[config.mk]
export PLATFORM = sky130hd
export DESIGN_NAME = frame_shift_range_detector_flat
export DESIGN_NICKNAME = d
export VERILOG_FILES = /design/src/hw/rtl/fsrd_pkg.sv /design/src/hw/rtl/fsrd_if.sv /design/src/hw/rtl/frame_shift_range_detector.sv /design/src/hw/rtl/fsrd_core.sv /design/src/hw/rtl/fsrd_out_reg.sv /design/src/flat_wrapper.sv
export SDC_FILE = /design/constraint.sdc
export NUM_CORES = 1
export LEC_CHECK = 0
export BUFFER_PORTS_ARGS = -buffer_cell sky130_fd_sc_hd__buf_2
export CELL_PAD_IN_SITES_DETAIL_PLACEMENT = 1
export CELL_PAD_IN_SITES_GLOBAL_PLACEMENT = 2
export CORE_MARGIN = 2
export CORE_UTILIZATION = 36
export CTS_CLUSTER_DIAMETER = 200
export DETAILED_ROUTE_END_ITERATION = 12
export PLACE_DENSITY_LB_ADDON = 0.1
export SYNTH_ARGS = -nofsm -noshare
export SYNTH_HDL_FRONTEND = slang
export SYNTH_SLANG_ARGS = --single-unit
[constraint.sdc]
create_clock -name clock -period 2.6 [get_ports clock]
set_clock_uncertainty 0.1 [all_clocks]
set_input_delay 0.13 -clock clock [delete_from_list [all_inputs] [get_ports clock]]
set_output_delay 0.13 -clock clock [all_outputs]
set_load 0.01 [all_outputs]
[src/hw/rtl/fsrd_pkg.sv]
// ----------------------------------------------------------------------------
// fsrd_pkg
// shared types, constants and the mod-3 frame step for the frame shift
// range detector
// ----------------------------------------------------------------------------
package fsrd_pkg;

   // default column index width
   localparam int POS_WIDTH_DEFAULT = 16;

   // reading frame, always 0, 1 or 2
   typedef logic [1:0] frame_type;

   localparam frame_type FRAME_ZERO = 2'd0;
   // insertion moves the frame by -1, which is +2 modulo 3
   localparam frame_type STEP_INSERTION = 2'd2;
   localparam frame_type STEP_DELETION = 2'd1;
   localparam logic [2:0] FRAME_MODULUS = 3'd3;

   // flags of one result transaction
   typedef struct packed {
      logic range_valid;
      logic last;
   } rsp_flags_type;

   // frame plus step, modulo 3; both operands stay below 3
   function automatic frame_type frame_step(frame_type frame, frame_type step);
      logic [2:0] sum;
      sum = {1'b0, frame} + {1'b0, step};
      if (sum >= FRAME_MODULUS) begin
         sum = sum - FRAME_MODULUS;
      end
      return sum[1:0];
   endfunction

endpackage

[src/hw/rtl/fsrd_if.sv]
// ----------------------------------------------------------------------------
// fsrd_req_if / fsrd_rsp_if
// valid/ready channels carrying alignment columns in and detected ranges out
// ----------------------------------------------------------------------------
interface fsrd_req_if #(
   parameter int POS_WIDTH = fsrd_pkg::POS_WIDTH_DEFAULT
);
   logic                 valid;
   logic                 ready;
   logic [POS_WIDTH-1:0] position;
   logic                 ref_gap;
   logic                 query_gap;
   logic                 end_of_sequence;

   modport source (output valid, position, ref_gap, query_gap, end_of_sequence,
                   input ready);
   modport sink (input valid, position, ref_gap, query_gap, end_of_sequence,
                 output ready);
endinterface

interface fsrd_rsp_if #(
   parameter int POS_WIDTH = fsrd_pkg::POS_WIDTH_DEFAULT
);
   logic                 valid;
   logic                 ready;
   logic [POS_WIDTH-1:0] range_begin;
   logic [POS_WIDTH-1:0] range_end;
   logic                 range_valid;
   logic                 last;

   modport source (output valid, range_begin, range_end, range_valid, last,
                   input ready);
   modport sink (input valid, range_begin, range_end, range_valid, last,
                 output ready);
endinterface

[src/hw/rtl/frame_shift_range_detector.sv]
// ----------------------------------------------------------------------------
// frame_shift_range_detector
// tracks the reading frame over alignment columns and reports the ranges in
// which the query frame is shifted
// ----------------------------------------------------------------------------
//
//  channel    dir  handshake                fields
//  req_chan   in   valid/ready              position, ref_gap, query_gap,
//                                           end_of_sequence
//  rsp_chan   out  valid/ready              range_begin, range_end,
//                                           range_valid, last
//
//  one column per cycle while the result register has room: the state
//  update and result are computed as the column is taken, the result shows in
//  the cycle after; columns yield zero or one, an end transaction always one
//  synchronous reset clears the frame state and the result valid
//  while a result waits unread the next column is still taken as long as
//  the waiting result is read in that same cycle
//
module frame_shift_range_detector #(
   parameter int POS_WIDTH = fsrd_pkg::POS_WIDTH_DEFAULT
) (
   input logic        clock,
   input logic        reset,
   fsrd_req_if.sink   req_chan,
   fsrd_rsp_if.source rsp_chan
);

   logic                    accept;
   logic                    in_ready;
   logic                    result_present;
   logic [POS_WIDTH-1:0]    result_begin;
   logic [POS_WIDTH-1:0]    result_end;
   fsrd_pkg::rsp_flags_type result_flags;
   fsrd_pkg::rsp_flags_type out_flags;

   // a column transaction moves when the result register has room
   assign req_chan.ready = in_ready;
   assign accept = req_chan.valid && in_ready;

   // frame state and update logic
   fsrd_core #(
      .POS_WIDTH(POS_WIDTH)
   ) u_core (
      .clock           (clock),
      .reset           (reset),
      .accept          (accept),
      .position        (req_chan.position),
      .ref_gap         (req_chan.ref_gap),
      .query_gap       (req_chan.query_gap),
      .end_of_sequence (req_chan.end_of_sequence),
      .result_present  (result_present),
      .result_begin    (result_begin),
      .result_end      (result_end),
      .result_flags    (result_flags)
   );

   // result register toward the response channel
   fsrd_out_reg #(
      .POS_WIDTH(POS_WIDTH)
   ) u_out_reg (
      .clock          (clock),
      .reset          (reset),
      .accept         (accept),
      .result_present (result_present),
      .result_begin   (result_begin),
      .result_end     (result_end),
      .result_flags   (result_flags),
      .out_ready      (rsp_chan.ready),
      .in_ready       (in_ready),
      .out_valid      (rsp_chan.valid),
      .out_begin      (rsp_chan.range_begin),
      .out_end        (rsp_chan.range_end),
      .out_flags      (out_flags)
   );

   assign rsp_chan.range_valid = out_flags.range_valid;
   assign rsp_chan.last = out_flags.last;

endmodule

[src/hw/rtl/fsrd_core.sv]
// ----------------------------------------------------------------------------
// fsrd_core
// frame tracking state and the per-column update; produces at most one
// result per accepted transaction
// ----------------------------------------------------------------------------
module fsrd_core #(
   parameter int POS_WIDTH = fsrd_pkg::POS_WIDTH_DEFAULT
) (
   input  logic                    clock,
   input  logic                    reset,
   input  logic                    accept,
   input  logic [POS_WIDTH-1:0]    position,
   input  logic                    ref_gap,
   input  logic                    query_gap,
   input  logic                    end_of_sequence,
   output logic                    result_present,
   output logic [POS_WIDTH-1:0]    result_begin,
   output logic [POS_WIDTH-1:0]    result_end,
   output fsrd_pkg::rsp_flags_type result_flags
);

   fsrd_pkg::frame_type  current_frame_ff, current_frame_in;
   fsrd_pkg::frame_type  previous_frame_ff, previous_frame_in;
   logic [POS_WIDTH-1:0] range_start_ff, range_start_in;
   logic                 range_start_set_ff, range_start_set_in;
   logic [POS_WIDTH-1:0] range_stop_ff, range_stop_in;
   logic [POS_WIDTH-1:0] indel_pos_ff, indel_pos_in;
   logic                 indel_pos_set_ff, indel_pos_set_in;
   logic                 recheck_pending_ff, recheck_pending_in;

   fsrd_pkg::frame_type  step;
   fsrd_pkg::frame_type  frame_after;
   logic [POS_WIDTH:0]   indel_next;
   logic                 adjacent;

   // adjacency without wrap: the top column is never followed by column 0
   assign indel_next = {1'b0, indel_pos_ff} + {{POS_WIDTH{1'b0}}, 1'b1};
   assign adjacent = indel_pos_set_ff && (indel_next == {1'b0, position});
   assign step = ref_gap ? fsrd_pkg::STEP_INSERTION : fsrd_pkg::STEP_DELETION;
   assign frame_after = fsrd_pkg::frame_step(current_frame_ff, step);

   always_comb begin
      current_frame_in = current_frame_ff;
      previous_frame_in = previous_frame_ff;
      range_start_in = range_start_ff;
      range_start_set_in = range_start_set_ff;
      range_stop_in = range_stop_ff;
      indel_pos_in = indel_pos_ff;
      indel_pos_set_in = indel_pos_set_ff;
      recheck_pending_in = recheck_pending_ff;
      result_present = 1'b0;
      result_begin = '0;
      result_end = '0;
      result_flags = '0;

      if (end_of_sequence) begin
         // flush and return to reset state
         result_present = 1'b1;
         result_flags.last = 1'b1;
         result_flags.range_valid = range_start_set_ff;
         if (range_start_set_ff) begin
            result_begin = range_start_ff;
            result_end = position;
         end
         current_frame_in = fsrd_pkg::FRAME_ZERO;
         previous_frame_in = fsrd_pkg::FRAME_ZERO;
         range_start_in = '0;
         range_start_set_in = 1'b0;
         range_stop_in = '0;
         indel_pos_in = '0;
         indel_pos_set_in = 1'b0;
         recheck_pending_in = 1'b0;
      end else if (ref_gap || query_gap) begin
         previous_frame_in = current_frame_ff;
         current_frame_in = frame_after;
         if (!adjacent) begin
            range_stop_in = position;
         end
         if ((current_frame_ff == fsrd_pkg::FRAME_ZERO) !=
             (frame_after == fsrd_pkg::FRAME_ZERO)) begin
            recheck_pending_in = 1'b1;
         end
         indel_pos_in = position;
         indel_pos_set_in = 1'b1;
      end else if (recheck_pending_ff) begin
         if (current_frame_ff == fsrd_pkg::FRAME_ZERO && range_start_set_ff) begin
            result_present = 1'b1;
            result_flags.range_valid = 1'b1;
            result_begin = range_start_ff;
            result_end = range_stop_ff;
            range_start_in = '0;
            range_start_set_in = 1'b0;
            range_stop_in = '0;
            indel_pos_in = '0;
            indel_pos_set_in = 1'b0;
         end
         if (current_frame_ff != fsrd_pkg::FRAME_ZERO && !range_start_set_ff) begin
            range_start_in = position;
            range_start_set_in = 1'b1;
         end
         recheck_pending_in = 1'b0;
      end
   end

   always_ff @(posedge clock) begin
      if (reset) begin
         current_frame_ff <= fsrd_pkg::FRAME_ZERO;
         previous_frame_ff <= fsrd_pkg::FRAME_ZERO;
         range_start_ff <= '0;
         range_start_set_ff <= 1'b0;
         range_stop_ff <= '0;
         indel_pos_ff <= '0;
         indel_pos_set_ff <= 1'b0;
         recheck_pending_ff <= 1'b0;
      end else if (accept) begin
         current_frame_ff <= current_frame_in;
         previous_frame_ff <= previous_frame_in;
         range_start_ff <= range_start_in;
         range_start_set_ff <= range_start_set_in;
         range_stop_ff <= range_stop_in;
         indel_pos_ff <= indel_pos_in;
         indel_pos_set_ff <= indel_pos_set_in;
         recheck_pending_ff <= recheck_pending_in;
      end
   end

endmodule

[src/hw/rtl/fsrd_out_reg.sv]
// ----------------------------------------------------------------------------
// fsrd_out_reg
// result register; frees the input side whenever the held result is taken
// ----------------------------------------------------------------------------
module fsrd_out_reg #(
   parameter int POS_WIDTH = fsrd_pkg::POS_WIDTH_DEFAULT
) (
   input  logic                    clock,
   input  logic                    reset,
   input  logic                    accept,
   input  logic                    result_present,
   input  logic [POS_WIDTH-1:0]    result_begin,
   input  logic [POS_WIDTH-1:0]    result_end,
   input  fsrd_pkg::rsp_flags_type result_flags,
   input  logic                    out_ready,
   output logic                    in_ready,
   output logic                    out_valid,
   output logic [POS_WIDTH-1:0]    out_begin,
   output logic [POS_WIDTH-1:0]    out_end,
   output fsrd_pkg::rsp_flags_type out_flags
);

   logic                    valid_ff, valid_in;
   logic [POS_WIDTH-1:0]    begin_ff;
   logic [POS_WIDTH-1:0]    end_ff;
   fsrd_pkg::rsp_flags_type flags_ff;

   assign in_ready = !valid_ff || out_ready;

   always_comb begin
      valid_in = valid_ff;
      if (accept) begin
         valid_in = result_present;
      end else if (out_ready) begin
         valid_in = 1'b0;
      end
   end

   always_ff @(posedge clock) begin
      if (reset) begin
         valid_ff <= 1'b0;
      end else begin
         valid_ff <= valid_in;
      end
   end

   always_ff @(posedge clock) begin
      if (accept && result_present) begin
         begin_ff <= result_begin;
         end_ff <= result_end;
         flags_ff <= result_flags;
      end
   end

   assign out_valid = valid_ff;
   assign out_begin = begin_ff;
   assign out_end = end_ff;
   assign out_flags = flags_ff;

endmodule

[src/flat_wrapper.sv]
// flat-port wrapper written by rule: the top's interface ports become plain ports
module frame_shift_range_detector_flat 
#(
   parameter int POS_WIDTH = fsrd_pkg::POS_WIDTH_DEFAULT
)
  (clock, reset, req_chan_valid, req_chan_position, req_chan_ref_gap, req_chan_query_gap, req_chan_end_of_sequence, req_chan_ready, rsp_chan_valid, rsp_chan_range_begin, rsp_chan_range_end, rsp_chan_range_valid, rsp_chan_last, rsp_chan_ready);
  fsrd_req_if #(.POS_WIDTH(POS_WIDTH)) req_chan_i ();
  fsrd_rsp_if #(.POS_WIDTH(POS_WIDTH)) rsp_chan_i ();
  input logic clock;
  input logic reset;
  input wire logic [$bits(req_chan_i.valid)-1:0] req_chan_valid;
  input wire logic [$bits(req_chan_i.position)-1:0] req_chan_position;
  input wire logic [$bits(req_chan_i.ref_gap)-1:0] req_chan_ref_gap;
  input wire logic [$bits(req_chan_i.query_gap)-1:0] req_chan_query_gap;
  input wire logic [$bits(req_chan_i.end_of_sequence)-1:0] req_chan_end_of_sequence;
  output wire logic [$bits(req_chan_i.ready)-1:0] req_chan_ready;
  output wire logic [$bits(rsp_chan_i.valid)-1:0] rsp_chan_valid;
  output wire logic [$bits(rsp_chan_i.range_begin)-1:0] rsp_chan_range_begin;
  output wire logic [$bits(rsp_chan_i.range_end)-1:0] rsp_chan_range_end;
  output wire logic [$bits(rsp_chan_i.range_valid)-1:0] rsp_chan_range_valid;
  output wire logic [$bits(rsp_chan_i.last)-1:0] rsp_chan_last;
  input wire logic [$bits(rsp_chan_i.ready)-1:0] rsp_chan_ready;
  assign req_chan_i.valid = req_chan_valid;
  assign req_chan_i.position = req_chan_position;
  assign req_chan_i.ref_gap = req_chan_ref_gap;
  assign req_chan_i.query_gap = req_chan_query_gap;
  assign req_chan_i.end_of_sequence = req_chan_end_of_sequence;
  assign req_chan_ready = req_chan_i.ready;
  assign rsp_chan_valid = rsp_chan_i.valid;
  assign rsp_chan_range_begin = rsp_chan_i.range_begin;
  assign rsp_chan_range_end = rsp_chan_i.range_end;
  assign rsp_chan_range_valid = rsp_chan_i.range_valid;
  assign rsp_chan_last = rsp_chan_i.last;
  assign rsp_chan_i.ready = rsp_chan_ready;
  frame_shift_range_detector #(.POS_WIDTH(POS_WIDTH)) u_core (.clock(clock), .reset(reset), .req_chan(req_chan_i), .rsp_chan(rsp_chan_i));
endmodule
======== Word level (Yosys, flattened, before mapping) ========
Index checks and enable logic that the tools add are counted.
storage, ports and cells
  bits in registers ....................... 88
  bits in latches ......................... 0
  RAM bits ................................ 0
  memory bits (read-only) ................. 0
  input port bits ......................... 23
  output and inout bits ................... 36
  word-level logic and storage cells ...... 88
  memories ................................ 0
cells by class
  $add $sub $neg .......................... 3
  multipliers ............................. 0
  div/mod/pow operators ................... 0
  order comparisons ....................... 1
  equal/unequal tests ..................... 5
  shift operators ......................... 0
  muxes and demuxes ....................... 44
  bitwise logic cells ..................... 0
  reduce and logical (&&, ||, !) cells .... 23
operator list
  kind                     count
  $mux W16                 21
  $mux W1                  19
  $add A16 B1 Y17 const B  1
  $eq A17 B16 Y1           1
  $reduce_bool A3 Y1       3
  $mux W2                  4
  $reduce_and A4 Y1        2
  $reduce_bool A2 Y1       4
  $logic_and A1 B1 Y1      5
  $logic_not A2 Y1         2
  $reduce_and A2 Y1        2
  $add A2 B2 Y3            1
  $ge A3 B2 Y1 const B     1
  $ne A3 B2 Y1 const B     1
  $ne A3 B3 Y1 const B     1
  $reduce_and A3 Y1        1
  $logic_not A1 Y1         2
  $logic_or A1 B1 Y1       2
  $ne A2 B2 Y1 const B     1
  $sub A2 B2 Y2 const B    1
  $ne A1 B1 Y1             1

======== Logic depth before layout (Yosys ltp) ========
  word-level depth ........................ 9
  mapped depth ............................ 12
  gate-level depth less buffers ........... 12

======== Hierarchy ========
A second synthesis with hierarchy kept.
second synthesis, totals
  cells, all modules ...................... 380
  area, all modules ....................... 3976.3 um^2
by module, submodules not included
  module                      times used  cells each  area an instance (um^2)  seq. area each (um^2)
  fsrd_core                   1           340         2889.0                   1061.0
  fsrd_out_reg                1           39          1081.0                   1041.0
  frame_shift_range_detector  1           1           6.3                      0.0

======== Worst setup path after synthesis ========
OpenSTA, ideal clock, no wires.
  path kind ............................... reg2reg
  start point ............................. register u_core.u_core.indel_pos_ff[0]
  end point ............................... register u_core.u_core.range_stop_ff[9]
  library setup time ...................... 59 ps
  arrival ................................. 2150 ps
  required time ........................... 2441 ps
  setup slack ............................. 291 ps
  cell stages (with the launch flop) ...... 10
  path buffers ............................ 1
  period minus slack after synthesis ...... 2309 ps
  cells stage by stage .................... dfxtp_1 -> ha_1 -> nand4_1 -> o31a_1 -> nor4b_1 -> a21oi_1 -> a211oi_1 -> o2bb2ai_2 -> buf_8 -> a22o_1
between the ends
  word-level cells in the longest chain between the ends .. 5
RTL lines
  element                             line              RTL
  start: declaration                  fsrd_core.sv:27   logic [POS_WIDTH-1:0] indel_pos_ff, indel_pos_in;
  start signal: assignment            fsrd_core.sv:121  indel_pos_ff <= indel_pos_in;
  $add A16 B1 Y17                     fsrd_core.sv:37   assign indel_next = {1'b0, indel_pos_ff} + {{POS_WIDTH{1'b0}}, 1'b1};
  $eq A17 B16 Y1                      fsrd_core.sv:38   assign adjacent = indel_pos_set_ff && (indel_next == {1'b0, position});
  $logic_and A1 B1 Y1                 fsrd_core.sv:38
  $ne A3 B3 Y1 (no source line)       -
  $reduce_and A4 Y1 (no source line)  -
  end signal: assignment              fsrd_core.sv:120  range_stop_ff <= range_stop_in;
  end: declaration                    fsrd_core.sv:26   logic [POS_WIDTH-1:0] range_stop_ff, range_stop_in;
No other way between the ends.
A chain may end at the register's enable or synchronous reset.

======== Worst setup path in the final report ========
  start point ............................. register u_core.u_core.indel_pos_ff[10]
  end point ............................... register u_core.u_core.range_stop_ff[8]
The elaborated chain is that of the path after synthesis.

==> impl_metrics.json <==
{
  "synth.top_cell.area_share_pct": 27.8,
  "worst-endpoint-arrival_ns": 2.66,
  "synth_edf_count": 34,
  "yosys.cell_count.top_type": "dfxtp_1",
  "max_freq_mhz": 399,
  "p_seq_share_pct": 55.7,
  "min_path_type": "in2reg",
  "power_uw": 2660,
  "drc": 0,
  "r2r_slack_ns": 0.09,
  "slew_viol_final": 0,
  "slew_headroom_pct": 26.8,
  "critPathRequiredTime_ns": 2.75,
  "yosys_warnings": 0,
  "wl_per_cell_um": 16.9,
  "place_ws_ns": 0.0708,
  "ios": 59,
  "final-hold-violation-count": 0,
  "rows": 37,
  "antenna_found_initial": 0,
  "grt_pass1_wl_mm": 16.0,
  "numCtsBuffers": 9,
  "min_path_cells": 3,
  "synth_ff_type": "dfxtp_1",
  "gp_congestion": 0.882,
  "combPwrFrac_pct": 10.4,
  "clock_latency_ns": 0.36,
  "grt_overflow_total": 0,
  "synth.avg_cell_area_um2": 10.4,
  "grt_max_degree": 39,
  "layout_setup_ws_ns": 0.0938,
  "routed_wl_mm": 10.1,
  "power_density_nw_per_um2": 557,
  "cts.htree.levels": 3,
  "cts_sinks": 88,
  "setup.worst_path.end_class": "flop",
  "yosysUniqueCellTypes": 55,
  "p_int_uw": 1950,
  "critPathKind": "reg2reg",
  "synth_common_cells": "dfxtp_1 (54), edfxtp_1 (34), a22o_1 (32), nor2_1 (29), a21oi_1 (26)",
  "timing.rr.end": "u_core.u_core.range_stop_ff[8]$_SDFFE_PP0P_",
  "syn_nets": 400,
  "cp_max_fo": 8,
  "dieArea_um2": 11600,
  "port_buffers": 58,
  "n_antenna_cell": 0,
  "syn_area_um2": 3880,
  "final_area_um2": 4780,
  "peakVddDrop_v": 0.000211,
  "area_growth_pct": 23.0,
  "hpwl_mm": 7.26,
  "drive_gt1_share_pct": 22.9,
  "num_vias": 3190,
  "fp.dieH_um": 108,
  "clkPwrFrac_pct": 33.9,
  "layout_min_cycle_time_ns": 2.51,
  "cts-root-buf": "clkbuf_8",
  "setup_viol": 0,
  "cp-start-kind": "flop",
  "cts_max_path_buffers": 2,
  "synth_top_cell_by_area": "dfxtp_1",
  "outcome": "complete, no violations",
  "start_util_pct": 37.3,
  "p_sw_share_pct": 26.6,
  "ys_async_sr_fraction_pct": 0,
  "core_um2": 10400,
  "p_leak_uw": 0.00177,
  "grt_pass1_vias": 3109,
  "ff2ff_path_depth": 7,
  "via_per_inst": 5.33,
  "cts_tree": "yes",
  "nNetsFinal": 484,
  "min_to": "u_core.u_core.indel_pos_ff[4]$_SDFFE_PP0P_",
  "p_switching_uw": 708,
  "r2r_start": "u_core.u_core.indel_pos_ff[10]$_SDFFE_PP0P_",
  "ys_ff_latch": 88,
  "drv_cap": 0,
  "grt_usage_pct": 17.9,
  "syn_inst": 373,
  "drtIter0Drc": 147,
  "first_pass_iters": 4,
  "min_period_over_period_pct": 96.4,
  "dieWidth_um": 108,
  "ys_seq_area_share_pct": 54.1,
  "ant_nets": 0,
  "min_from": "req_chan_position[4]",
  "dpl_cell_area_um2": 4370,
  "synth_area_leaders": "dfxtp_1 (28%), edfxtp_1 (26%), a22o_1 (7.2%)",
  "worstMarginPinSlew_ns": 1.09,
  "path_clk_slew_ns": 0.09
}
-- layout by cell type (no fill, tap or decap), types with 3 or more instances in the layout --
master / instances
a21oi_1: 25
a22o_1: 32
a22oi_1: 17
a31oi_1: 3
and2_1: 3
and3_1: 4
and4_1: 3
buf_2: 58
buf_4: 20
clkbuf_8: 10
clkinvlp_4: 3
dfxtp_1: 54
dlygate4sd3_1: 14
edfxtp_1: 34
inv_1: 9
inv_6: 3
nand2_1: 23
nand3_1: 24
nand4_1: 5
nor2_1: 29
nor2b_1: 21
nor3_1: 3
o21ai_0: 7
o311ai_0: 3
xnor2_1: 11
xor2_1: 5
-- critical path: stages (launching register included) --
cell	delay, ns
dfxtp_1	0.43
and4_1	0.24
nand4_1	0.15
or4_1	0.53
a31oi_1	0.18
o2111a_2	0.34
a21oi_2	0.17
a22o_1	0.26
-- metrics by stage --
| stage | util (%) | hold WS [ns] | instances | setup TNS (ns) |
|---|---|---|---|---|
| finish | 45.9 | 0.00982 | 598 | 0 |
| global route | 45.9 | 0.00820 | 598 | -0.658 |
| CTS | 45.1 | 0.00429 | 594 | 0 |
| detailed placement | 42.0 | 0.334 | 564 | 0 |
| global placement | 42.0 | 0.326 | 564 | 0 |
| floorplan | - | 0.129 | 373 | 0 |
-- layer usage --
metal | up-vias | global-route usage (%) | part of all wire, %
met2 | 49 | 29.2 | 48
li1 | 1563 | - | -
met1 | 1568 | 24.1 | 48
met5 | - | 0 | 0
met4 | 0 | 5.31 | 1.2
met3 | 10 | 3.45 | 2.7
-- kinds of logic after synthesis --
family | Yosys count | synth area share, %
simple gates | 127 | 16.8
compound gates | 107 | 20.2
flops | 88 | 54.1
buf+inv | 30 | 3.54
xor+xnor | 16 | 3.61
fa+ha+maj | 4 | 1.48
mux | 1 | 0.258
-- area by class of cell --
| type | instances | area [um2] |
|---|---|---|
| fill | 1184 | 5640 |
| clock inverter | 6 | 48.8 |
| sequential | 88 | 2100 |
| clock buffer | 10 | 138 |
| timing repair buffer | 92 | 581 |
| inverter | 9 | 33.8 |
| tap | 136 | 170 |
| multi-input combinational | 257 | 1700 |
-- flip-flops by register name, indices dropped and copies added, names as in the netlist --
register	flops
u_core.u_out_reg.out_end	16
u_core.u_out_reg.out_valid	1
u_core.u_core.current_frame_ff	2
u_core.u_core.range_stop_ff	16
u_core.u_out_reg.out_begin	16
u_core.u_core.indel_pos_ff	16
u_core.u_out_reg.out_flags	2
u_core.u_core.recheck_pending_ff	1
u_core.u_core.indel_pos_set_ff	1
u_core.u_core.range_start_ff	16
u_core.u_core.range_start_set_ff	1
-- power groups by stage --
stage	sequential [uW]	combinational [uW]	clock, uW
2_1_floorplan	1520	142	0
3_3_place_gp	1510	249	0
3_5_place_dp	1510	253	0
4_1_cts	1480	269	935
5_1_grt	1490	305	1000
6_report	1480	276	903
-- worst max-delay path by stage --
stage | end | cells past startpoint | startpoint | slack (ns)
final | u_core.u_core.range_stop_ff[8]$_SDFFE_PP0P_ | 7 | u_core.u_core.indel_pos_ff[10]$_SDFFE_PP0P_ | 0.09
after global routing | u_core.u_core.range_stop_ff[3]$_SDFFE_PP0P_ | 7 | u_core.u_core.indel_pos_ff[10]$_SDFFE_PP0P_ | -0.06
after CTS | u_core.u_core.range_stop_ff[0]$_SDFFE_PP0P_ | 8 | u_core.u_core.indel_pos_ff[1]$_SDFFE_PP0P_ | 0.05
after detailed placement | u_core.u_core.range_stop_ff[12]$_SDFFE_PP0P_ | 8 | u_core.u_core.indel_pos_ff[1]$_SDFFE_PP0P_ | 0.07
after global placement | u_core.u_core.range_stop_ff[2]$_SDFFE_PP0P_ | 8 | u_core.u_core.indel_pos_ff[0]$_SDFFE_PP0P_ | 0.14
after floorplan | u_core.u_core.range_stop_ff[9]$_SDFFE_PP0P_ | 9 | u_core.u_core.indel_pos_ff[0]$_SDFFE_PP0P_ | 0.29
-- repair_timing --
action	CTS	global route
hold buffers	14	0
setup endpoints to repair	0	16
endpoints found under the hold margin	20	0
gates resized for setup	0	6
setup buffers	0	2
Note: power is estimated with default switching activity, not from simulation.
